<file path="src/hw/rtl/y2n_pkg.sv">
`timescale 1ns / 1ps
// Shared types and constants for the YUY2 to NV12 converter.
// No dependencies; used by the front end, the job queue, the emitter and the top level.
package y2n_pkg;

    localparam int DEF_MAX_WIDTH  = 4096;
    localparam int DEF_MAX_HEIGHT = 4096;
    localparam int JOB_QUEUE_DEPTH = 2;

    localparam int ADDR_W   = 26;
    localparam int CFG_IDX_W = 2;
    localparam int CFG_DATA_W = 14;
    localparam int FW_W     = 12;
    localparam int FH_W     = 13;
    localparam int STRIDE_W = 14;

    // Configuration register indexes.
    localparam logic [CFG_IDX_W-1:0] REG_WIDTH_PAIRS = 2'd0;
    localparam logic [CFG_IDX_W-1:0] REG_HEIGHT      = 2'd1;
    localparam logic [CFG_IDX_W-1:0] REG_STRIDE      = 2'd2;

    localparam logic [FW_W-1:0]     RST_WIDTH_PAIRS = 12'd320;
    localparam logic [FH_W-1:0]     RST_HEIGHT      = 13'd480;
    localparam logic [STRIDE_W-1:0] RST_STRIDE      = 14'd640;

    // Output plane codes.
    localparam logic PLANE_LUMA   = 1'b0;
    localparam logic PLANE_CHROMA = 1'b1;

    // One classified pair, handed from the front end to the emitter.
    typedef struct packed {
        logic [ADDR_W-1:0] luma_addr;
        logic [ADDR_W-1:0] chroma_addr;
        logic [7:0]        y0;
        logic [7:0]        u;
        logic [7:0]        y1;
        logic [7:0]        v;
        logic              even_row;
        logic              last_pair;
    } job_t;

endpackage

</file>
<file path="src/hw/rtl/y2n_front.sv">
`timescale 1ns / 1ps
// Front end: configuration registers, frame position tracking and address generation.
// Depends on y2n_pkg.
module y2n_front
    import y2n_pkg::*;
#(
    parameter int MAX_WIDTH  = DEF_MAX_WIDTH,
    parameter int MAX_HEIGHT = DEF_MAX_HEIGHT
) (
    input  logic                  aclk,
    input  logic                  aresetn,
    input  logic                  cfg_valid,
    input  logic [CFG_IDX_W-1:0]  cfg_index,
    input  logic [CFG_DATA_W-1:0] cfg_data,
    input  logic                  in_accept,
    input  logic                  in_frame_start,
    input  logic [31:0]           in_pixels,
    output job_t                  job
);

    localparam int LIM_W  = (MAX_WIDTH / 2 < 1) ? 1 : MAX_WIDTH / 2;
    localparam int COL_W  = (LIM_W > 1) ? $clog2(LIM_W) : 1;
    localparam int ROW_W  = $clog2(MAX_HEIGHT);
    localparam int CMP_W  = 14;

    logic [FW_W-1:0]     width_pairs_reg;
    logic [FH_W-1:0]     height_reg;
    logic [STRIDE_W-1:0] stride_reg;

    logic              pend_reg;    // position restarts before the next pair
    logic [COL_W-1:0]  col_reg;
    logic [ROW_W-1:0]  row_reg;
    logic [ADDR_W-1:0] luma_base_reg;
    logic [ADDR_W-1:0] chroma_base_reg;

    logic [CMP_W-1:0]    eff_w;
    logic [CMP_W-1:0]    eff_h;
    logic [2*CMP_W-1:0]  plane_size;
    logic                restart;
    logic [COL_W-1:0]    col_e;
    logic [ROW_W-1:0]    row_e;
    logic [ADDR_W-1:0]   luma_e;
    logic [ADDR_W-1:0]   chroma_e;
    logic [ADDR_W-1:0]   xoff;
    logic [ADDR_W-1:0]   stride_ext;
    logic                col_end;
    logic                row_last;
    logic                cfg_hit;

    always_comb begin
        eff_w = CMP_W'(width_pairs_reg);
        if (eff_w == '0) begin
            eff_w = CMP_W'(1);
        end
        if (eff_w > CMP_W'(LIM_W)) begin
            eff_w = CMP_W'(LIM_W);
        end
        eff_h = CMP_W'(height_reg);
        if (eff_h < CMP_W'(2)) begin
            eff_h = CMP_W'(2);
        end
        if (eff_h > CMP_W'(MAX_HEIGHT)) begin
            eff_h = CMP_W'(MAX_HEIGHT);
        end
        plane_size = (2*CMP_W)'(stride_reg) * (2*CMP_W)'(eff_h);

        restart  = in_frame_start | pend_reg;
        col_e    = restart ? '0 : col_reg;
        row_e    = restart ? '0 : row_reg;
        luma_e   = restart ? '0 : luma_base_reg;
        chroma_e = restart ? plane_size[ADDR_W-1:0] : chroma_base_reg;
        xoff       = ADDR_W'({col_e, 1'b0});
        stride_ext = ADDR_W'(stride_reg);

        col_end  = (CMP_W'(col_e) + CMP_W'(1)) >= eff_w;
        row_last = (CMP_W'(row_e) + CMP_W'(1)) >= eff_h;

        job.luma_addr   = luma_e + xoff;
        job.chroma_addr = chroma_e + xoff;
        job.y0          = in_pixels[7:0];
        job.u           = in_pixels[15:8];
        job.y1          = in_pixels[23:16];
        job.v           = in_pixels[31:24];
        job.even_row    = ~row_e[0];
        job.last_pair   = col_end & row_last;

        case (cfg_index)
            REG_WIDTH_PAIRS: cfg_hit = 1'b1;
            REG_HEIGHT:      cfg_hit = 1'b1;
            REG_STRIDE:      cfg_hit = 1'b1;
            default:         cfg_hit = 1'b0;
        endcase
    end

    always_ff @(posedge aclk) begin
        if (!aresetn) begin
            width_pairs_reg <= RST_WIDTH_PAIRS;
            height_reg      <= RST_HEIGHT;
            stride_reg      <= RST_STRIDE;
            pend_reg        <= 1'b1;
            col_reg         <= '0;
            row_reg         <= '0;
            luma_base_reg   <= '0;
        end else if (cfg_valid && cfg_hit) begin
            case (cfg_index)
                REG_WIDTH_PAIRS: width_pairs_reg <= cfg_data[FW_W-1:0];
                REG_HEIGHT:      height_reg      <= cfg_data[FH_W-1:0];
                REG_STRIDE:      stride_reg      <= cfg_data[STRIDE_W-1:0];
                default:         ;
            endcase
            pend_reg      <= 1'b1;
            col_reg       <= '0;
            row_reg       <= '0;
            luma_base_reg <= '0;
        end else if (in_accept) begin
            if (job.last_pair) begin
                pend_reg      <= 1'b1;
                col_reg       <= '0;
                row_reg       <= '0;
                luma_base_reg <= '0;
            end else begin
                pend_reg <= 1'b0;
                if (col_end) begin
                    col_reg         <= '0;
                    row_reg         <= row_e + ROW_W'(1);
                    luma_base_reg   <= luma_e + stride_ext;
                    chroma_base_reg <= job.even_row ? chroma_e : chroma_e + stride_ext;
                end else begin
                    col_reg         <= col_e + COL_W'(1);
                    row_reg         <= row_e;
                    luma_base_reg   <= luma_e;
                    chroma_base_reg <= chroma_e;
                end
            end
        end
    end

endmodule

</file>
<file path="src/hw/rtl/y2n_queue.sv">
`timescale 1ns / 1ps
// Short job queue between the front end and the emitter.
// Depends on y2n_pkg for the job type.
module y2n_queue
    import y2n_pkg::*;
#(
    parameter int DEPTH = JOB_QUEUE_DEPTH
) (
    input  logic aclk,
    input  logic aresetn,
    input  logic push,
    input  job_t push_job,
    output logic full,
    input  logic pop,
    output logic head_valid,
    output job_t head_job
);

    localparam int PTR_W = (DEPTH > 1) ? $clog2(DEPTH) : 1;
    localparam int CNT_W = $clog2(DEPTH + 1);

    job_t             slot_reg [DEPTH];
    logic [PTR_W-1:0] wr_ptr_reg;
    logic [PTR_W-1:0] rd_ptr_reg;
    logic [CNT_W-1:0] count_reg;

    assign full       = (count_reg == CNT_W'(DEPTH));
    assign head_valid = (count_reg != '0);
    assign head_job   = slot_reg[rd_ptr_reg];

    always_ff @(posedge aclk) begin
        if (push) begin
            slot_reg[wr_ptr_reg] <= push_job;
        end
    end

    always_ff @(posedge aclk) begin
        if (!aresetn) begin
            wr_ptr_reg <= '0;
            rd_ptr_reg <= '0;
            count_reg  <= '0;
        end else begin
            if (push) begin
                wr_ptr_reg <= (wr_ptr_reg == PTR_W'(DEPTH - 1)) ? '0 : wr_ptr_reg + PTR_W'(1);
            end
            if (pop) begin
                rd_ptr_reg <= (rd_ptr_reg == PTR_W'(DEPTH - 1)) ? '0 : rd_ptr_reg + PTR_W'(1);
            end
            if (push && !pop) begin
                count_reg <= count_reg + CNT_W'(1);
            end else if (pop && !push) begin
                count_reg <= count_reg - CNT_W'(1);
            end
        end
    end

endmodule

</file>
<file path="src/hw/rtl/y2n_emit.sv">
`timescale 1ns / 1ps
// Emitter: turns each queued job into a luma word and, on even rows, a chroma word.
// Depends on y2n_pkg.
module y2n_emit
    import y2n_pkg::*;
(
    input  logic        aclk,
    input  logic        aresetn,
    input  logic        job_valid,
    input  job_t        job,
    output logic        job_pop,
    output logic        m_axis_tvalid,
    input  logic        m_axis_tready,
    output logic [47:0] m_axis_tdata,
    output logic        m_axis_tlast,
    output logic [1:0]  m_axis_tuser
);

    typedef enum logic {PH_LUMA, PH_CHROMA} phase_t;

    phase_t            phase_reg;
    logic              valid_reg;
    logic              plane_reg;
    logic [ADDR_W-1:0] addr_reg;
    logic [7:0]        even_reg;
    logic [7:0]        odd_reg;
    logic              item_last_reg;
    logic              frame_end_reg;
    logic              load;

    assign load    = ~valid_reg | m_axis_tready;
    assign job_pop = load & job_valid & ((phase_reg == PH_CHROMA) | ~job.even_row);

    always_ff @(posedge aclk) begin
        if (!aresetn) begin
            phase_reg <= PH_LUMA;
            valid_reg <= 1'b0;
        end else if (load) begin
            valid_reg <= job_valid;
            if (job_valid) begin
                frame_end_reg <= job.last_pair;
                case (phase_reg)
                    PH_CHROMA: begin
                        plane_reg     <= PLANE_CHROMA;
                        addr_reg      <= job.chroma_addr;
                        even_reg      <= job.u;
                        odd_reg       <= job.v;
                        item_last_reg <= 1'b1;
                        phase_reg     <= PH_LUMA;
                    end
                    default: begin
                        plane_reg     <= PLANE_LUMA;
                        addr_reg      <= job.luma_addr;
                        even_reg      <= job.y0;
                        odd_reg       <= job.y1;
                        item_last_reg <= ~job.even_row;
                        phase_reg     <= job.even_row ? PH_CHROMA : PH_LUMA;
                    end
                endcase
            end
        end
    end

    assign m_axis_tvalid = valid_reg;
    assign m_axis_tdata  = {6'b0, odd_reg, even_reg, addr_reg};
    assign m_axis_tlast  = item_last_reg;
    assign m_axis_tuser  = {frame_end_reg, plane_reg};

endmodule

</file>
<file path="src/hw/rtl/yuy2_to_nv12_converter.sv">
`timescale 1ns / 1ps
// Top level of the YUY2 to NV12 converter: front end, job queue and emitter.
// Depends on y2n_pkg, y2n_front, y2n_queue and y2n_emit.
//
//  Channel   | Direction | Word contents
//  ----------+-----------+------------------------------------------------------------
//  s_axis    | in        | one YUY2 pair (Y0 U Y1 V), tuser = start of frame
//  m_axis    | out       | one NV12 byte-pair write, tlast = last word of its pair
//  cfg       | in        | register write: 0 width in pairs, 1 height, 2 row stride
//
// Each accepted pair yields one output word on odd rows and two (luma, then chroma)
// on even rows; m_axis carries a single output word per cycle while m_axis_tready
// is high, so a pair on an even row takes longer to drain than one on an odd row.
// An input word is taken in every cycle in which the two-entry job queue has room,
// so the front end keeps working while the emitter waits on m_axis_tready.
// Reset is synchronous and active low; it loads 320 pairs, 480 rows, stride 640 and
// puts the position at the start of a frame. A write to register 0, 1 or 2 does the same
// with the new values. Configuration is always accepted (cfg_ready is tied high).
module yuy2_to_nv12_converter
    import y2n_pkg::*;
#(
    parameter int MAX_WIDTH  = DEF_MAX_WIDTH,
    parameter int MAX_HEIGHT = DEF_MAX_HEIGHT
) (
    input  logic                  aclk,
    input  logic                  aresetn,
    // Input pairs.
    input  logic                  s_axis_tvalid,
    output logic                  s_axis_tready,
    input  logic [31:0]           s_axis_tdata,  // luma_first, chroma_blue, luma_second,
                                                 // chroma_red (8 bits each, from bit 0)
    input  logic                  s_axis_tuser,  // frame_start
    // Output writes.
    output logic                  m_axis_tvalid,
    input  logic                  m_axis_tready,
    output logic [47:0]           m_axis_tdata,  // byte_address[25:0], byte_even[33:26],
                                                 // byte_odd[41:34], zero fill above
    output logic                  m_axis_tlast,  // item_last
    output logic [1:0]            m_axis_tuser,  // plane[0], frame_end[1]
    // Register writes.
    input  logic                  cfg_valid,
    output logic                  cfg_ready,
    input  logic [CFG_IDX_W-1:0]  cfg_index,
    input  logic [CFG_DATA_W-1:0] cfg_data
);

    job_t front_job;
    job_t head_job;
    logic queue_full;
    logic head_valid;
    logic head_pop;
    logic in_accept;

    // A pair is taken whenever the queue can hold its job.
    assign s_axis_tready = ~queue_full;
    assign in_accept     = s_axis_tvalid & s_axis_tready;
    assign cfg_ready     = 1'b1;

    y2n_front #(
        .MAX_WIDTH  (MAX_WIDTH),
        .MAX_HEIGHT (MAX_HEIGHT)
    ) u_front (
        .aclk           (aclk),
        .aresetn        (aresetn),
        .cfg_valid      (cfg_valid),
        .cfg_index      (cfg_index),
        .cfg_data       (cfg_data),
        .in_accept      (in_accept),
        .in_frame_start (s_axis_tuser),
        .in_pixels      (s_axis_tdata),
        .job            (front_job)
    );

    y2n_queue #(
        .DEPTH (JOB_QUEUE_DEPTH)
    ) u_queue (
        .aclk       (aclk),
        .aresetn    (aresetn),
        .push       (in_accept),
        .push_job   (front_job),
        .full       (queue_full),
        .pop        (head_pop),
        .head_valid (head_valid),
        .head_job   (head_job)
    );

    // The emitter holds the output word in a register, so a stalled m_axis
    // never blocks the front end until the queue fills.
    y2n_emit u_emit (
        .aclk          (aclk),
        .aresetn       (aresetn),
        .job_valid     (head_valid),
        .job           (head_job),
        .job_pop       (head_pop),
        .m_axis_tvalid (m_axis_tvalid),
        .m_axis_tready (m_axis_tready),
        .m_axis_tdata  (m_axis_tdata),
        .m_axis_tlast  (m_axis_tlast),
        .m_axis_tuser  (m_axis_tuser)
    );

endmodule

</file>
<file path="config.mk">
export PLATFORM = sky130hd
export DESIGN_NAME = yuy2_to_nv12_converter
export DESIGN_NICKNAME = d
export VERILOG_FILES = /design/src/hw/rtl/y2n_pkg.sv /design/src/hw/rtl/y2n_front.sv /design/src/hw/rtl/y2n_queue.sv /design/src/hw/rtl/y2n_emit.sv /design/src/hw/rtl/yuy2_to_nv12_converter.sv
export SDC_FILE = /design/constraint.sdc
export NUM_CORES = 1
export LEC_CHECK = 0
export ABC_AREA = 0
export BUFFER_PORTS_ARGS = -buffer_cell sky130_fd_sc_hd__buf_4
export CAP_MARGIN = 10
export CORE_ASPECT_RATIO = 1.2
export CORE_UTILIZATION = 65
export CTS_CLUSTER_DIAMETER = 80
export DETAILED_ROUTE_END_ITERATION = 10
export GPL_TIMING_DRIVEN = 0
export HOLD_SLACK_MARGIN = 0.08
export PLACE_DENSITY = 0.83
export SYNTH_ARGS = -nofsm -noshare
export SYNTH_HDL_FRONTEND = slang
export SYNTH_HIERARCHICAL = 1
export SYNTH_SLANG_ARGS = --single-unit
export TNS_END_PERCENT = 20
</file>
<file path="constraint.sdc">
create_clock -name aclk -period 20.2 [get_ports aclk]
set_input_delay 2.02 -clock aclk [delete_from_list [all_inputs] [get_ports aclk]]
set_output_delay 2.02 -clock aclk [all_outputs]
set_load 0.02 [all_outputs]
</file>
Yosys cells after proc, flatten, opt, wreduce, memory -nomap -nowiden
Memory sizes are Yosys's and may differ from the RTL's. A register that Yosys moved wholly into a read port is not among the register bits.
Index checks and enable logic that the tools add are counted.
Cells by class
  equal/unequal tests: 3
  order comparisons: 5
  reduce and logical (&&, ||, !) cells: 17
  bitwise operators: 14
  multiply operators: 1
  add/subtract/negate cells: 12
  multiplexer cells: 32
Operator list (count)
  $mux 26: 7
  $mux 12: 5
  $add 26x12->26: 2
  $add 26x14->26: 2
  $mux 11: 3
  $mul 14x13->26: 1
  $mux 13: 2
  $mux 8: 2
  $ge 14x12->1: 1
  $ge 14x13->1: 1
  $add 12x1->13 const B: 1
  $gt 13x13->1 const B: 1
  $lt 13x2->1 const B: 1
  $add 11x1->12 const B: 1
  $add 12x1->12 const B: 1
  $gt 12x12->1 const B: 1
  $logic_not 12->1: 1
  $add 11x1->11 const B: 1
  $mux 1: 11
  $reduce_and 2->1: 4
  $not 1->1: 7
  $and 1x1->1: 4
  $eq 2x2->1 const B: 2
  $mux 2: 2
  13 further kinds: 20
Storage, ports and cells
  output and inout port bits: 54
  RAM bits: 172
  memories kept: 1
  input bits: 54
  register bits: 166
Memories
  u_queue.slot_reg: depth 2, width 86, rd ports 1, clocked after memory_dff 1, wr ports 1, line y2n_queue.sv:22  | job_t slot_reg [DEPTH];

Depth between registers and ports, before layout
  depth after elaboration: 9
  gate-level depth with buffers: 34

Modules after synthesis
Netlist, hierarchy kept.
By module, submodules not included
  y2n_front: cells an instance 1901, sequential area each 2562.5 um2, area an instance 15457.3 um2, instances 1
  y2n_queue: cells an instance 290, sequential area each 5265.0 um2, area an instance 6628.9 um2, instances 1
  y2n_emit: cells an instance 114, sequential area each 1391.3 um2, area an instance 2227.1 um2, instances 1
  yuy2_to_nv12_converter: cells an instance 4, sequential area each 0.0 um2, area an instance 21.3 um2, instances 1

Worst setup path before layout
OpenSTA, ideal clock, no wires.
  path type: register -> register
  start point: register u_front.height_reg[4]
  end point: register u_front.chroma_base_reg[24], data pin
  path buffers: 3
  data required time: 19.933 ns
  arrival: 7.470 ns
  stages on the path, launching flop included: 31
  path slack: 12.463 ns
  clock period less this slack: 7.737 ns
  cell sequence: dfxtp_1 nor4_1 nand3_1 o21ai_0 clkbuf_1 and2_1 clkbuf_1 nand2_1 fa_1 fa_1 fa_1 inv_1 fa_1 fa_1 inv_1 fa_1 inv_1 ha_1 buf_4 a21o_1 o21bai_1 a21oi_1 xor2_1 a21oi_1 ha_1 nand2_1 o31ai_1 nand2_1 nor3_1 nand3_1 xnor2_1
Between the ends
  word-level cells in the longest chain between the ends: 9
RTL lines
  start, declared: line y2n_front.sv:27  | logic [FH_W-1:0] height_reg;
  start signal, assigned: line y2n_front.sv:107  | REG_HEIGHT: height_reg <= cfg_data[FH_W-1:0];
  $lt 13x2->1: line y2n_front.sv:59  | if (eff_h < CMP_W'(2)) begin
  $mux 13 *: line y2n_front.sv:59
  $gt 13x13->1: line y2n_front.sv:62  | if (eff_h > CMP_W'(MAX_HEIGHT)) begin
  $mux 13 *: line y2n_front.sv:62
  $mul 14x13->26 *: line y2n_front.sv:65  | plane_size = (2*CMP_W)'(stride_reg) * (2*CMP_W)'(eff_h);
  $mux 26 *: line y2n_front.sv:71  | chroma_e = restart ? plane_size[ADDR_W-1:0] : chroma_base_reg;
  $add 26x14->26: line y2n_front.sv:127  | chroma_base_reg <= job.even_row ? chroma_e : chroma_e + stride_ext;
  $mux 26: line y2n_front.sv:127
  $mux 26 *: line y2n_front.sv:123  | if (col_end) begin
  end signal, assigned: line y2n_front.sv:127
  end signal, assigned: line y2n_front.sv:132  | chroma_base_reg <= chroma_e;
  end, declared: line y2n_front.sv:34  | logic [ADDR_W-1:0] chroma_base_reg;
Mark *: on every way between the ends. The rest lies on a longest branch, timed or not.
A chain may end at the register's enable or synchronous reset.

==> results_dict.tcl <==
set metrics [dict create \
    status "finished, final reports clean" \
    grt_use_total 0.330 \
    finalSetupViolations 0 \
    numCtsBuffers 35 \
    cp_max_fo 10 \
    drive_gt1_frac 0.142 \
    fmax_mhz 100 \
    critPathLaunchType "flop" \
    synth_area_sq_um 24300 \
    n_fill_cell 2554 \
    grt_pass1_vias 18087 \
    crit_path_top_delay_cell "a21boi_0" \
    synth.distinct_cells 86 \
    ys_ff_latch 339 \
    grt_start_max_net_pins 47 \
    rows 77 \
    synth-main-ff-cell "edfxtp_1" \
    rsz0062_at_grt "no" \
    synth_compound_area_frac 0.102 \
    ios 108 \
    clock_latency_ps 530 \
    arrival_ps 10290 \
    worstSetupEndpointType "flop" \
    finalCritPeriodShare 0.493 \
    min_period_ps 9970 \
    async_flop_share 0 \
    largest_register_ffs 172 \
    dp_hpwl_um 47400 \
    synthTopCellsByArea "edfxtp_1 30%, fa_1 11%, ha_1 8.8%" \
    port_buffers 68 \
    drv_slew 0 \
    power.density_nw_per_um2 86.2 \
    vias_per_cell 6.12 \
    cts_num_sinks 339 \
    critical_path_buf_inv_count 5 \
    skew_ps 35.8 \
    yosys.area.top_type_share 0.300 \
    dp_slack_ps 10500 \
    yosys.area.top_type "edfxtp_1" \
    antenna_found_initial 0 \
    avgSynthCellArea_sq_um 10.5 \
    peakVddDrop_uv 62.3 \
    drt_iter0_markers 1557 \
    area_growth_pct 10.0 \
    cts_tree "built" \
    ctsResizeCount 0 \
    tightest_slew_ps 966 \
    dieArea_sq_um 38200 \
    max_stage_delay_ps 680 \
    num_vias 17897 \
    synthSimpleGateAreaFrac 0.141 \
    hold_viol_final 0 \
    finalNetCount 2783 \
    synthAdderAreaFrac 0.197 \
    overflow 0 \
    rr_endpoint "u_queue/slot_reg[1][58]" \
    die_x_um 179 \
    worst_slack_ps 10230 \
    cap_violations 0 \
    hp-class "reg2reg" \
    ant_nets 0 \
    initial_core_util 0.659 \
    synthCells 2309 \
    drt_wl_total_um 62300 \
    antenna_cells 0 \
    fp.dieH_um 214 \
    multi_input_area_sq_um 13600 \
    r2r_start "u_front/height_reg[4]" \
    post_cts_buffers 0 \
    gp_congestion 0.994 \
    rr_worst_depth 30 \
    rrSetupSlack_ps 10230 \
    slew_headroom 0.356 \
    synth_top_family_by_area "adder cells" \
    first_pass_iters 6 \
    critical_path.top_delay_family "adder cells" \
    synth_xor_area_frac 0.0403 \
    grt_pass1_wl_um 97400 \
    synth_mux_area_frac 0.0754 \
    clk_pin_slew_ps 70 \
    hold_buffers 0 \
    cts-root-buf "clkbuf_16" \
    cts_max_path_buffers 3 \
    worstPathRequired_ps 20520 \
    p_leak_nw 11.7 \
    ys_warn_count 6 \
    core_sq_um 36900 \
    post-route-drc-count 0 \
    crit_type "reg2reg" \
    routedWlPerCell_um 21.3 \
    final-seq-area_sq_um 9220 \
    setup-tns-final_ps 0 \
    holdPathEnd "u_front/luma_base_reg[5]" \
    worst_path_most_repeated_cell "fa_1" \
    yosysSeqAreaShare 0.379 \
    synth_enable_flop_cells 243 \
    hold_start "u_front/luma_base_reg[5]" \
    cts_max_level 2 \
    hold_path_depth 2 \
]
-- logic make-up after synthesis --
kind of cell / count (synthesis)
xor gates and xnor gates: 112
AOI/OAI and AO/OA: 369
adders and majority gates: 304
and+or+nand+nor: 718
muxes: 137
other: 2
buffers and inverters: 328
DFF: 339
-- worst max-delay path by stage --
stage | start | endpoint | slack (ps) | cells past startpoint
6_report | u_front/height_reg[4] | u_queue/slot_reg[1][58] | 10230 | 30
5_1_grt | u_front/height_reg[4] | u_queue/slot_reg[1][58] | 9800 | 30
4_1_cts | u_front/height_reg[4] | u_queue/slot_reg[1][58] | 10440 | 30
3_5_place_dp | u_front/height_reg[4] | u_queue/slot_reg[1][58] | 10500 | 30
3_3_place_gp | s_axis_tuser | u_front/luma_base_reg[24] | 8870 | 21
2_1_floorplan | u_front/height_reg[4] | u_front/chroma_base_reg[24] | 12460 | 30
-- Yosys cell counts, types with 20 or more instances --
| cell type | count |
|---|---|
| a21boi_0 | 37 |
| a21o_1 | 26 |
| a21oi_1 | 84 |
| a22o_1 | 24 |
| and2_1 | 74 |
| and3_1 | 71 |
| buf_4 | 43 |
| clkbuf_1 | 73 |
| dfxtp_1 | 96 |
| edfxtp_1 | 243 |
| fa_1 | 132 |
| ha_1 | 172 |
| inv_1 | 186 |
| mux2_2 | 54 |
| mux2_4 | 79 |
| nand2_1 | 292 |
| nand3_1 | 49 |
| nor2_1 | 113 |
| nor2b_1 | 26 |
| nor3_1 | 20 |
| o21ai_0 | 74 |
| xnor2_1 | 68 |
| xor2_1 | 44 |
-- per-stage QoR --
stage               area, sq um  utilization  hold WS (ps)  total power, mW  std cells
floorplan                 24400            -           417             1.46       2314
global placement          25500        0.690           427             1.63       2856
detailed placement        25600        0.694           432             1.66       2862
CTS                       26800        0.726           446             2.31       2926
global route              26800        0.726           472             2.41       2926
finish                    26800        0.726           457             2.31       2926
-- layer usage --
layer  up-vias  routed length (um)  global-route usage
li1       8224                   -                   -
met1      8721               24400               0.409
met2       787               30700               0.565
met3       165                4240              0.0487
met4         0                2970               0.148
met5         -                   0                   0
-- cell usage in the layout (no fill, tap or decap), types with 49 or more instances in the layout --
master / count
dfxtp_1: 96
mux2_2: 54
a21oi_1: 84
clkbuf_1: 82
nand3_1: 49
ha_1: 172
edfxtp_1: 243
mux2_4: 79
nand2_1: 292
xnor2_1: 68
o21ai_0: 74
buf_4: 111
fa_1: 132
inv_1: 186
and2_1: 73
and3_1: 70
nor2_1: 112
-- where the power goes --
group / switching, mW / internal, mW / total, mW / leakage, nW
clock network: 0.267 / 0.386 / 0.653 / 0.577
registers: 0.0340 / 0.880 / 0.914 / 3.07
logic: 0.406 / 0.334 / 0.740 / 8.03
total: 0.706 / 1.60 / 2.31 / 11.7
-- worst register-to-register path: cells and delay by family, from the launching register on --
kind	cells	cell delay [ps]
and+or+nand+nor	9	2150
buffers and inverters	5	940
xor gates and xnor gates	2	440
AOI/OAI and AO/OA	6	2270
adders and majority gates	8	3560
DFF	1	400
-- area by class of cell --
type | instances | area share
Clock inverter | 14 | 0.00594
Buffer | 141 | 0.0325
Inverter | 187 | 0.0262
Tap cell | 474 | 0.0222
Timing Repair Buffer | 74 | 0.0241
Clock buffer | 50 | 0.0375
Multi-Input combinational cell | 1647 | 0.507
Sequential cell | 339 | 0.344
No activity file was read; power rests on OpenSTA's default activity.
